[src/hw/rtl/tlb_pkg.sv]
`default_nettype none
// ---------------------------------------------------------------------------
// tlb_pkg
// shared command, status and state codes for the tlb translator
// ---------------------------------------------------------------------------
package tlb_pkg;

    localparam int ADDR_BITS = 16;
    localparam int CFG_BITS  = 9;
    localparam int EVP_BITS  = 8;

    typedef struct packed {
        logic start;        // latch address, begin tlb search
        logic tlb_step;     // compare one tlb entry
        logic pm_read;      // issue page map read
        logic init_step;    // clear one page map / owner entry
        logic scan_start;   // begin frame scan
        logic scan_step;    // read or evaluate one frame in the scan
        logic own_read;     // read owner of chosen frame
        logic commit;       // apply updates, register result
    } tlb_cmd_t;

    typedef struct packed {
        logic tlb_done;
        logic tlb_found;
        logic pm_valid;
        logic scan_done;
        logic init_done;
    } tlb_sts_t;

    localparam logic [3:0] ST_INIT   = 4'd0;
    localparam logic [3:0] ST_IDLE   = 4'd1;
    localparam logic [3:0] ST_TLB    = 4'd2;
    localparam logic [3:0] ST_PMRD   = 4'd3;
    localparam logic [3:0] ST_PMCHK  = 4'd4;
    localparam logic [3:0] ST_SCAN   = 4'd5;
    localparam logic [3:0] ST_OWNRD  = 4'd6;
    localparam logic [3:0] ST_OWNCHK = 4'd7;
    localparam logic [3:0] ST_COMMIT = 4'd8;
    localparam logic [3:0] ST_OUT    = 4'd9;

endpackage : tlb_pkg
`default_nettype wire

[src/hw/rtl/tlb_ctrl.sv]
`default_nettype none
// ---------------------------------------------------------------------------
// tlb_ctrl
// sequencer: init sweep, tlb search, page map check, frame scan, commit
// ---------------------------------------------------------------------------
module tlb_ctrl (
    input  wire logic            clk,
    input  wire logic            rst_n,
    input  wire logic            in_valid,
    output logic                 in_ready,
    output logic                 out_valid,
    input  wire logic            out_ready,
    input  wire tlb_pkg::tlb_sts_t sts,
    output tlb_pkg::tlb_cmd_t    cmd
);
    import tlb_pkg::*;

    logic [3:0] state_reg, state_next;

    always_ff @(posedge clk or negedge rst_n)
    begin
        if (!rst_n)
        begin
            state_reg <= ST_INIT;
        end
        else
        begin
            state_reg <= state_next;
        end
    end

    assign in_ready  = (state_reg == ST_IDLE);
    assign out_valid = (state_reg == ST_OUT);

    always_comb
    begin
        state_next = state_reg;
        cmd        = '0;
        case (state_reg)
            ST_INIT:
            begin
                cmd.init_step = 1'b1;
                if (sts.init_done) state_next = ST_IDLE;
            end
            ST_IDLE:
            begin
                if (in_valid)
                begin
                    cmd.start  = 1'b1;
                    state_next = ST_TLB;
                end
            end
            ST_TLB:
            begin
                cmd.tlb_step = 1'b1;
                // hit flag and frame land at this edge, commit next cycle
                if (sts.tlb_found)
                begin
                    state_next = ST_COMMIT;
                end
                else if (sts.tlb_done)
                begin
                    cmd.pm_read = 1'b1;
                    state_next  = ST_PMCHK;
                end
            end
            ST_PMRD:
            begin
                cmd.pm_read = 1'b1;
                state_next  = ST_PMCHK;
            end
            ST_PMCHK:
            begin
                if (sts.pm_valid)
                begin
                    cmd.commit = 1'b1;
                    state_next = ST_OUT;
                end
                else
                begin
                    cmd.scan_start = 1'b1;
                    state_next     = ST_SCAN;
                end
            end
            ST_SCAN:
            begin
                cmd.scan_step = 1'b1;
                if (sts.scan_done) state_next = ST_OWNRD;
            end
            ST_OWNRD:
            begin
                cmd.own_read = 1'b1;
                state_next   = ST_OWNCHK;
            end
            ST_OWNCHK:
            begin
                state_next = ST_COMMIT;
            end
            ST_COMMIT:
            begin
                cmd.commit = 1'b1;
                state_next = ST_OUT;
            end
            ST_OUT:
            begin
                if (out_ready) state_next = ST_IDLE;
            end
            default:
            begin
                state_next = ST_IDLE;
            end
        endcase
    end

endmodule : tlb_ctrl
`default_nettype wire

[config.mk]
export PLATFORM = sky130hd
export DESIGN_NAME = tlb_ctrl
export DESIGN_NICKNAME = d
export VERILOG_FILES = /design/src/hw/rtl/tlb_pkg.sv /design/src/hw/rtl/tlb_ctrl.sv
export SDC_FILE = /design/constraint.sdc
export NUM_CORES = 1
export LEC_CHECK = 0
export BUFFER_PORTS_ARGS = -buffer_cell sky130_fd_sc_hd__buf_2
export CAP_MARGIN = 20
export CORE_AREA = 2 2 39 41
export CTS_CLUSTER_DIAMETER = 80
export DETAILED_ROUTE_END_ITERATION = 16
export DIE_AREA = 0 0 41 43
export PLACE_DENSITY_LB_ADDON = 0.1
export SLEW_MARGIN = 20
export SYNTH_ARGS = -nofsm -noshare
export SYNTH_HDL_FRONTEND = slang
export SYNTH_SLANG_ARGS = --single-unit
[constraint.sdc]
create_clock -name clk -period 1.25 [get_ports clk]
set_input_delay 0.25 -clock clk [delete_from_list [all_inputs] [get_ports clk]]
set_output_delay 0.25 -clock clk [all_outputs]
set_load 0.01 [all_outputs]
==> flow_summary_export.csv <==
group,metric,value,unit
grt,grt_util_all_layers,0.172,
placed_design,dp_hpwl,837,um
timing,fin_skew,0.920,ps
placed_design,pre_cts_ws,-95.0,ps
synthesis,yosysWarnings,0,
clock_tree,root_buffer,"clkbuf_4",
timing,tns,-2530,ps
synthesis,synth_nets,59,
clock_tree,h-tree-depth,1,
route,via_per_inst,4.83,
timing,setup_ws,-308,ps
layout,seqCellArea,103,um2
route,dr.pass1.iters,4,
layout,drive_gt1_frac,0.667,
placed_design,gp_congestion,0.715,
critical_path,crit_fanout,3,
synthesis,ys_types,29,
flow_run,drv_cap,0,
synthesis,ys_ff_latch,4,
critical_path,crit_path_end_kind,"output port",
synthesis,synth-seq-area-share,0.251,
clock_tree,clock_latency,230,ps
timing,final-hold-violation-count,0,
clock_tree,clock_path_buffers,2,
critical_path,cp_slowest_stage_delay,410,ps
synthesis,synth_top_cell_by_area,"dfrtp_1",
layout,multiInputGateArea,328,um2
clock_tree,path_clk_slew,40,ps
floorplanning,die_area,1760,um2
grt,antenna_found_initial,0,
floorplanning,floorplan.rows,14,
floorplanning,ios,19,
critical_path,cp-start-kind,"register",
clock_tree,cts.sinks,4,
clock_tree,numCtsBuffers,3,
placed_design,port_buffers,18,
outcome,violations,"setup timing",
layout,fill_cells,145,
critical_path,path_cells,"or2b_1 > a211oi_2 > buf_2",
route,drc,0,
route,first_iter_violations,5,
timing,maxSlewViolCount,0,
synthesis,netlist_area,399,um2
timing,setup_viol,13,
synthesis,syn_area_per_cell,7.98,um2
timing,fin_crit_sh,1.25,
power,vdd_drop_max,1.21,mV
timing,hold_slack,305,ps
grt,grt_max_degree,10,
grt,grt_pass1_vias,474,
route,antenna_left,0,
min_path,hold_class,"input pin to register",
synthesis,synth_common_cells,"a21oi_1 (5), nand2b_1 (5), dfrtp_1 (4), nor2_1 (4), nor3_1 (4)",
synthesis,async_flop_share,1.00,
critical_path,required,1000,ps
timing,worst_pin_slew,306,ps
floorplanning,fp.dieW,41,um
layout,largest_reg_flops,4,
synthesis,synth_area_leaders,"dfrtp_1 (25%), buf_6 (8.5%), nand2b_1 (7.8%)",
synthesis,synth_edf_count,0,
critical_path,slowest_stage,"dfrtp_1",
route,vias,498,
layout,nets,98,
floorplanning,coreArea,1380,um2
synthesis,synth_ff_type,"dfrtp_1",
outcome,status,"finished, violations left",
route,avgRoutedWirePerCell,12.8,um
synthesis,netlist.area_leader.share,0.251,
floorplanning,start_util,0.288,
power,power_density,2730,nW/um2
timing,period_minus_slack,1560,ps
power,p_leak,0.376,nW
grt,grt_overflow_total,0,
layout,syn_to_final_growth,94.7,%
critical_path,criticalPathCategory,"register to output port",
floorplanning,chipHeight,43,um
timing,fmax,642,MHz
timing,grt_setup_unrepaired,"yes",
clock_tree,cts_tree,"done",
route,wl,1320,um
critical_path,critPathArrivalTime,1310,ps
grt,grt_pass1_wl,1990,um
layout,antenna_cells,0,
timing,relSlewSlack,0.793,
synthesis,synthCells,50,
[path summary, 6_finish.rpt]
path / startpoint / endpoint / slack [ps] / cells past startpoint
setup / recovery: state_reg[2]$_DFFE_PN0P_ / cmd[0] / -310 / 3
hold / removal: sts[0] / state_reg[0]$_DFFE_PN0P_ / 300 / 3
setup reg to reg: state_reg[2]$_DFFE_PN0P_ / state_reg[2]$_DFFE_PN0P_ / -210 / 5
hold reg to reg: state_reg[1]$_DFFE_PN0P_ / state_reg[2]$_DFFE_PN0P_ / 690 / 2
max in group asynchronous: rst_n / state_reg[1]$_DFFE_PN0P_ / 770 / 2
min in group asynchronous: rst_n / state_reg[2]$_DFFE_PN0P_ / 350 / 2
[cell families (layout without fill, tap and decap cells)]
logic type | Yosys count | count (layout) | share of synthesized area
and+or+nand+nor | 27 | 27 | 0.417
AOI/OAI and AO/OA | 10 | 10 | 0.163
buffers and inverters | 8 | 45 | 0.144
DFF | 4 | 4 | 0.251
muxes | 1 | 1 | 0.0251
[worst max-delay path, delay by kind of cell (launching register included)]
family | cells | cell delay (ps)
AO/OA/AOI/OAI | 1 | 230
buffers and inverters | 1 | 170
flip-flops | 1 | 410
AND/OR/NAND/NOR | 1 | 270
[cell type report]
type	instances	share of cell area
multi-input cells	38	0.422
clock buffers	3	0.0290
repair buffers	39	0.377
flip-flops and latches	4	0.132
inverters	3	0.0145
well taps	16	0.0258
[per-stage QoR]
step                power, mW  utilization  area, um2  std cells
detailed placement       1.38        0.404        559         88
floorplan                1.01            -        415         50
CTS                      1.88        0.506        701        101
finish                   2.12        0.561        777        103
global placement         1.38        0.404        559         88
global route             2.29        0.561        777        103
[where the power goes]
part / leakage (nW) / switching (mW) / total, mW / internal, mW
registers: 0.0491 / 0.0983 / 0.299 / 0.201
clock network: 0.0138 / 0.0472 / 0.154 / 0.107
logic: 0.313 / 0.723 / 1.67 / 0.943
[placed cells by master (no fill, tap or decap), drive strengths merged]
cell	n
a211oi	1
a21oi	5
a221oi	1
a31oi	1
and2	1
buf	38
clkbuf	3
dfrtp	4
dlygate4sd3	1
inv	3
mux2i	1
nand2	1
nand2b	5
nand3	1
nand3b	1
nor2	4
nor3	5
nor3b	1
nor4	2
nor4b	1
o21ai	1
o21bai	1
or2	1
or2b	1
or3	1
or3b	1
or4b	1
[routing by layer]
layer / GRT usage / routed length (um) / vias to the layer above
li1: - / - / 251
met1: 0.210 / 536 / 234
met2: 0.281 / 727 / 13
met3: 0.0209 / 58 / 0
met4: 0.0800 / 0 / 0
met5: 0 / 0 / -
[timing repair]
| action | CTS | global route |
|---|---|---|
| endpoints found under the setup margin | 12 | 14 |
| hold buffers | 1 | 0 |
| setup buffers | 9 | 2 |
| pin swaps | 3 | 2 |
| resized for setup | 10 | 12 |
| endpoints found under the hold margin | 4 | 0 |
Note: power is estimated with default switching activity, not from simulation.
